[src/sv/bfra_pkg.sv]
`default_nettype none
package bfra_pkg;

    typedef enum logic [2:0] {
        KIND_CREATE  = 3'd0,
        KIND_DESTROY = 3'd1,
        KIND_ALLOC   = 3'd2,
        KIND_FREE    = 3'd3,
        KIND_QUERY   = 3'd4
    } kind_t;

    localparam logic [2:0] ST_OK        = 3'd0;
    localparam logic [2:0] ST_NO_HEAP   = 3'd1;
    localparam logic [2:0] ST_NO_ENTRY  = 3'd2;
    localparam logic [2:0] ST_NO_FIT    = 3'd3;
    localparam logic [2:0] ST_NOT_FOUND = 3'd4;
    localparam logic [2:0] ST_OUTSIDE   = 3'd5;

    localparam logic [31:0] LEFTOVER_LIMIT = 32'h4000_0000;
    localparam logic [31:0] LOW_RANGE_TOP  = 32'h8000_0000;
    localparam logic [31:0] ROUND_LIMIT    = 32'hFFFF_FFE0;
    localparam logic [7:0]  ENTRY_NIL      = 8'hFF;
    localparam logic [3:0]  HEAP_NIL       = 4'hF;

    // gap evaluation result handed from the gap unit to the sequencer
    typedef struct packed {
        logic [31:0] avail;
        logic        fits;
        logic [31:0] leftover;
    } gap_t;

endpackage
`default_nettype wire

[src/sv/bfra_gap.sv]
`default_nettype none
// shared gap unit: two subtracts and two compares per walk step
module bfra_gap
(
    input  wire logic [31:0] gap_start,
    input  wire logic [31:0] gap_end,
    input  wire logic [31:0] size,
    input  wire logic [31:0] least,
    output bfra_pkg::gap_t   result
);
    logic [31:0] avail;
    logic [31:0] left;

    always_comb
    begin
        avail = gap_end - gap_start;
        left  = avail - size;
        result.avail    = avail;
        result.leftover = left;
        result.fits     = (avail >= size) && (left <= least);
    end
endmodule
`default_nettype wire

[config.mk]
export PLATFORM = sky130hd
export DESIGN_NAME = bfra_gap
export DESIGN_NICKNAME = d
export VERILOG_FILES = /design/src/sv/bfra_pkg.sv /design/src/sv/bfra_gap.sv
export SDC_FILE = /design/constraint.sdc
export NUM_CORES = 1
export LEC_CHECK = 0
export ABC_AREA = 0
export ABC_CLOCK_PERIOD_IN_PS = 25700
export BUFFER_PORTS_ARGS = -buffer_cell sky130_fd_sc_hd__buf_2
export CAP_MARGIN = 0
export CORE_UTILIZATION = 55
export DETAILED_ROUTE_END_ITERATION = 7
export PLACE_DENSITY = 0.95
export SKIP_LAST_GASP = 1
export SLEW_MARGIN = 15
export SYNTH_ARGS = -nofsm -noshare
export SYNTH_HDL_FRONTEND = slang
export SYNTH_SLANG_ARGS = --single-unit
[constraint.sdc]
create_clock -name vclk -period 25.7
set_clock_uncertainty 0.15 [all_clocks]
set_input_delay 7.71 -clock vclk [all_inputs]
set_output_delay 7.71 -clock vclk [all_outputs]
set_load 0.005 [all_outputs]
## After elaboration in Yosys (flattened, before gate mapping)

Index checks and enable logic that the tools add are counted.

| storage, ports and cells | value |
|---|---|
| bits in latches | 0 |
| memory bits (read-only) | 0 |
| logic and storage cells | 5 |
| memories kept | 0 |
| input port bits | 128 |
| bits in registers | 0 |
| RAM bits | 0 |
| output and inout bits | 65 |

| operators by class | value |
|---|---|
| divide/modulo/power cells | 0 |
| add/sub/neg operators | 2 |
| shift-type cells | 0 |
| eq/ne operators | 0 |
| bitwise gates (word level) | 0 |
| reductions and logical operators | 1 |
| mux-type cells | 0 |
| $lt $le $gt $ge | 2 |
| multiply operators | 0 |

Operator list:

| cell | number |
|---|---|
| subtractor 32 bit | 2 |
| >= comparator 32 bit | 1 |
| <= comparator 32 bit | 1 |
| logical AND 1 bit | 1 |

## Logic depth before layout (Yosys ltp)

Gate-level depths: netlist of the first run.

| logic depth | value |
|---|---|
| depth after elaboration | 4 |
| depth in mapped cells | 27 |
| gate-level depth less buffers | 27 |

## Worst setup path before layout of the first run

Ideal clock, no wire load.

| timing | value |
|---|---|
| kind | input port to output port |
| start point | in gap_end[0] |
| end point | out result[32] (netlist bit) |
| setup slack | 5577 ps |
| arrival | 12263 ps |
| buffers on the path | 0 |
| data required time | 17840 ps |
| stages | 26 |
| path through | inv_1 ha_1 inv_1 fa_1 a21o_1 a311o_2 nand2_1 nand2b_1 a21oi_1 xnor2_1 ha_1 a21oi_1 nor2_1 o41a_1 a31oi_2 o21ai_2 o2111a_1 a211oi_2 ha_1 nand2_1 nor2_1 a211oi_1 o21ai_0 a211oi_1 a31oi_1 a211oi_1 |

RTL lines:

| item | RTL line | RTL |
|---|---|---|
| start, declared | bfra_gap.sv:6 | `input wire logic [31:0] gap_end,` |
| end, declared | bfra_gap.sv:9 | `output bfra_pkg::gap_t result` |

==> run summary, run 1 <==
Status = completed
Kind of start point of the critical path = input port
Most common cell in the synthesized netlist = inv_1
Clock buffer count = 0
Core area = 7850 µm²
WP data required = 17.84 ns
Hold path endpoint = result[33]
Area added between synthesis and finish = 23.0%
Synth unique cells = 67
Seq Cell Count = 0
Slew Viols, Final = 0
Global Route Usage Sum = 0.303
GRT Residual Overflow = 0
# fillers = 666
Vias/cell = 5.82
Initial antenna violation count = 0
Synth warn = 0
Share of layout cells above drive strength 1 = 0.264
Slew @ Worst Pin = 0.516 ns
CTS resizes = 0
Die Area = 8630 µm²
Final net count = 1080
Slew HR = 0.654
Worst VDD drop = 21.0 µV
Vias in the first global route = 5100
I/O Buffers = 193
Mapped Nets = 896
Cts hold-fix bufs = 0
Synth top cells by count = 113 x inv_1, 95 x ha_1, 67 x a21oi_1, 52 x nand2_1, 41 x nor2_1
First-pass GRT wire length = 22000 µm
Syn Inst Count = 671
Final HPWL DP = 11900 µm
Max FO, Critical Path = 6
Top post-synthesis cells by area = ha_1 26%, inv_1 9.3%, a21oi_1 7.4%
Finished Core Util = 0.713
Min-Delay Startpoint = gap_start[0]
Final Setup Violations = 0
Via count = 5557
Reg area = 0 µm²
Setup repair bufs after CTS = 0
DRC = 0
Sequential share of the synthesized area = 0
Crit path kind = in -> out
Fmax = 47.9 MHz
Placer Congestion = 0.951
WL/cell = 14.1 µm
Setup crit end kind = output port
Final period utilization = 0.813
Post-DRT Antenna Nets = 0
Max Cap Viol = 0
Starting DRT DRC Count = 430
Cell Pwr Density = 56.8 nW/µm²
Total Routed Length = 13500 µm
TNS Setup = 0 ns
Power Total = 0.318 mW
# rows = 32
Final Hold Viols = 0
Largest net degree at the start of global routing = 13
Hold path cells = 4
Yosys top cell by area = ha_1
Mean Syn Cell Area = 6.77 µm²
Static leakage = 3.17 nW
WP data arrival = 13.03 ns
Initial DRT Pass Iterations = 5
Initial Util = 0.579
Antenna Cells = 0
Height of the chip = 92.9 µm
Synth top area share = 0.262
Multi-input logic area = 4070 µm²
Die Wd = 92.9 µm
Final min period = 20.89 ns
Mapped Area = 4540 µm²
I/O pin count = 193
Hold Path Class = in -> out
Unrepaired setup endpoints after global routing = false
-- metal layers --
metal | global-route usage | up-vias | wire, µm
met1 | 0.389 | 2456 | 5790
met4 | 0.0936 | 0 | 463
li1 | - | 2760 | -
met5 | 0 | - | 0
met2 | 0.536 | 294 | 6270
met3 | 0.0181 | 47 | 939
-- area by class of cell --
cell class                 count  share of cell area
inverter                     113              0.0759
timing repair buffer         193               0.173
tap                          102              0.0228
multi-input combinational    547               0.729
-- worst max path at each step --
stage	endpoint	startpoint	slack (ns)
floorplan	result[32]	gap_end[0]	5.58
global placement	result[32]	gap_end[0]	4.97
detailed placement	result[32]	gap_end[0]	4.87
CTS	result[32]	gap_end[0]	4.87
global route	result[32]	gap_end[0]	4.37
finish	result[32]	gap_end[0]	4.81
-- kinds of logic (layout without fill, tap and decap cells) --
family                     Yosys count  count (layout)  synth area share
buffers and inverters              124             306             0.104
adders and majority gates           97              97             0.270
and+or+nand+nor                    180             180             0.192
xor gates and xnor gates            54              54             0.104
AOI/OAI and AO/OA                  213             213             0.323
muxes                                3               3           0.00716
-- stage by stage --
| step | hold WS, ns | worst slack (ns) | cells | area [µm²] |
|---|---|---|---|---|
| global placement | 15.64 | 4.97 | 955 | 5590 |
| finish | 15.64 | 4.81 | 955 | 5590 |
| detailed placement | 15.64 | 4.87 | 955 | 5590 |
| floorplan | 15.44 | 5.58 | 671 | 4540 |
| global route | 15.67 | 4.37 | 955 | 5590 |
| CTS | 15.65 | 4.87 | 955 | 5590 |
-- worst max-delay path: stages --
cell,delay (ns)
buf_2,0.10
inv_1,0.04
ha_1,0.16
inv_1,0.06
fa_1,0.40
a21o_1,0.20
a311o_2,0.42
nand3_2,0.09
a211oi_2,0.10
o22ai_2,0.33
nor3_1,0.14
nor3_2,0.28
ha_1,0.34
nand2_1,0.11
o21ai_0,0.16
nor3_1,0.17
o21ai_0,0.14
a21o_1,0.19
or2_2,0.27
o221a_1,0.25
ha_1,0.30
nand4_1,0.14
nor4_1,0.40
a31oi_1,0.14
a211oi_1,0.24
buf_2,0.15
-- power breakdown --
part           switching [mW]  leakage [nW]  internal [mW]  total, mW
clock network               0             0              0          0
logic                   0.180          3.17          0.137      0.318
registers                   0             0              0          0
total                   0.180          3.17          0.137      0.318
-- cell usage in the layout (no fill, tap or decap), drive strengths merged, types with 2 or more instances in the layout --
cell type and instances:
a21oi 70, a21o 25, o41a 2, nand3b 2, o211a 3, nor4 2
inv 113, nand3 15, xnor2 34, o22ai 3, or2 3, and3 8
a311oi 2, o21bai 8, a211oi 15, xor2 20, ha 95, fa 2
nand2 52, o21a 6, mux2 2, nand4 15, o21ai 36, a2111oi 2
nor2b 9, o31ai 7, o2111ai 3, o211ai 6, nand2b 10, or3 3
o41ai 2, a31oi 11, nor2 41, buf 193, nor3 16
No activity file was read; power rests on OpenSTA's default activity.
==> run 2: changes to the inputs <==
--- a/config.mk
+++ b/config.mk
@@ -5,13 +5,13 @@
 export SDC_FILE = /design/constraint.sdc
 export NUM_CORES = 1
 export LEC_CHECK = 0
-export ABC_AREA = 0
-export ABC_CLOCK_PERIOD_IN_PS = 25700
+export ABC_AREA = 1
+export ABC_CLOCK_PERIOD_IN_PS = 16800
 export BUFFER_PORTS_ARGS = -buffer_cell sky130_fd_sc_hd__buf_2
 export CAP_MARGIN = 0
-export CORE_UTILIZATION = 55
+export CORE_UTILIZATION = 48
 export DETAILED_ROUTE_END_ITERATION = 7
-export PLACE_DENSITY = 0.95
+export PLACE_DENSITY = 0.9
 export SKIP_LAST_GASP = 1
 export SLEW_MARGIN = 15
 export SYNTH_ARGS = -nofsm -noshare
==> constraint.sdc (replaced) <==
create_clock -name vclk -period 16.8
set_clock_uncertainty 0.15 [all_clocks]
set_input_delay 5.04 -clock vclk [all_inputs]
set_output_delay 5.04 -clock vclk [all_outputs]
set_load 0.005 [all_outputs]
==> run 2 against run 1 <==
Global-route usage down 2.5 points; non-clock buffer count unchanged; area after synthesis up 17%; sequential share of layout area unchanged; cell count up 39%; critical path type unchanged.
==> run summary, run 2 <==
Status = completed
Crit path kind = in -> out
Final min period = 14.20 ns
Final net count = 1415
Finished Core Util = 0.597
Initial DRT Pass Iterations = 5
Most Frequent Cell on Critical Path = nand2_1
Met1 usage = 0.330
Antenna Cells = 0
Via count = 6713
Placer Congestion = 0.963
Height of the chip = 107 µm
Final Setup Violations = 0
Kind of start point of the critical path = input port
GR Util met3 = 0.0127
Post-DRT Antenna Nets = 0
GR Layer Usage met2 = 0.527
Reg area = 0 µm²
Mean Syn Cell Area = 5.36 µm²
Slew Viols, Final = 0
TNS Setup = 0 ns
Slew @ Worst Pin = 0.404 ns
Synth unique cells = 32
Final HPWL DP = 14800 µm
I/O Buffers = 193
Largest net degree at the start of global routing = 6
Yosys top cell by area = ha_1
Fmax = 70.4 MHz
Final Hold Viols = 0
WL/cell = 12.2 µm
Initial Util = 0.492
Gr busiest metal = met2
Starting DRT DRC Count = 257
Synth warn = 0
# rows = 38
Global Route Usage Sum = 0.278
Mapped Nets = 1220
Most common cell after layout, fill and taps aside = nand2_1
Die Wd = 107 µm
WP data arrival = 9.01 ns
Worst VDD drop = 51.1 µV
Setup repair bufs after CTS = 0
I/O pin count = 193
CTS resizes = 0
Buffer and inverter count on the worst path = 4
Total Routed Length = 16200 µm
Slew HR = 0.728
Final period utilization = 0.845
Sequential share of the synthesized area = 0
Most common cell in the synthesized netlist = nand2_1
Setup crit end kind = output port
Crit path largest cell delay = 0.39 ns
Syn Inst Count = 995
WHS = 10.33 ns
Most frequent cells in the layout = 291 x nand2_1, 207 x inv_1, 193 x buf_2
Synth top area share = 0.223
Core area = 10800 µm²
Slowest CP cell = fa_1
Hold Path Class = in -> out
Vias in the first global route = 6199
Synth top cells by count = 291 x nand2_1, 207 x inv_1, 95 x ha_1, 87 x nor2_1, 84 x a21oi_1
Mapped Area = 5340 µm²
Top cell family by delay on the critical path = simple AND/OR/NAND/NOR gates
Unrepaired setup endpoints after global routing = false
Area added between synthesis and finish = 21.4%
WP data required = 11.61 ns
Initial antenna violation count = 0
First-pass GRT wire length = 26300 µm
Seq Cell Count = 0
Cell Pwr Density = 73.2 nW/µm²
Clock buffer count = 0
Share of layout cells above drive strength 1 = 0.221
Static leakage = 4.06 nW
Cts hold-fix bufs = 0
Vias/cell = 5.05
DRC = 0
Max Cap Viol = 0
Die Area = 11500 µm²
Top post-synthesis cells by area = ha_1 22%, nand2_1 20%, inv_1 15%
GRT Residual Overflow = 0
Max FO, Critical Path = 4
[run 2: cell families after synthesis]
kind of cell | share of synthesized area
compound gates | 0.147
xor+xnor | 0.0542
fa+ha+maj | 0.230
buf+inv | 0.152
simple gates | 0.417
[run 2: worst min-delay path: cells and delay by family]
kind | cells | cell delay [ns]
buffers and inverters | 3 | 0.25
adder cells (fa/ha/maj) | 1 | 0.15
[run 2: power by group]
part           internal (mW)  switching [mW]  leakage (nW)  total (mW)
clock network              0               0             0           0
logic                  0.183           0.291          4.06       0.474
registers                  0               0             0           0
total                  0.183           0.291          4.06       0.474
[run 2: layout make-up]
cell class | instances | area, µm²
fill | 1124 | 4360
multi-input combinational | 779 | 4520
tap | 140 | 175
timing repair buffer | 193 | 966
inverter | 216 | 811
[run 2: metal layers]
metal	wire (µm)	share of wire	up-vias
met3	831	0.051	46
li1	-	-	3518
met2	7780	0.48	241
met5	0	0	-
met1	6980	0.43	2908
met4	588	0.036	0
[run 2: metrics by stage]
stage / area, µm² / total power, mW / worst slack, ns / cells
2_1_floorplan: 5340 / 0.320 / 3.25 / 995
3_3_place_gp: 6480 / 0.460 / 2.64 / 1328
3_5_place_dp: 6480 / 0.469 / 2.64 / 1328
4_1_cts: 6480 / 0.471 / 2.62 / 1328
5_1_grt: 6480 / 0.535 / 2.09 / 1328
6_report: 6480 / 0.474 / 2.60 / 1328
[run 2: final timing paths]
kind,slack [ns],startpoint,cells past startpoint,endpoint
worst max-delay path,2.60,gap_end[0],29,result[32]
worst min-delay path,10.33,gap_start[0],4,result[33]
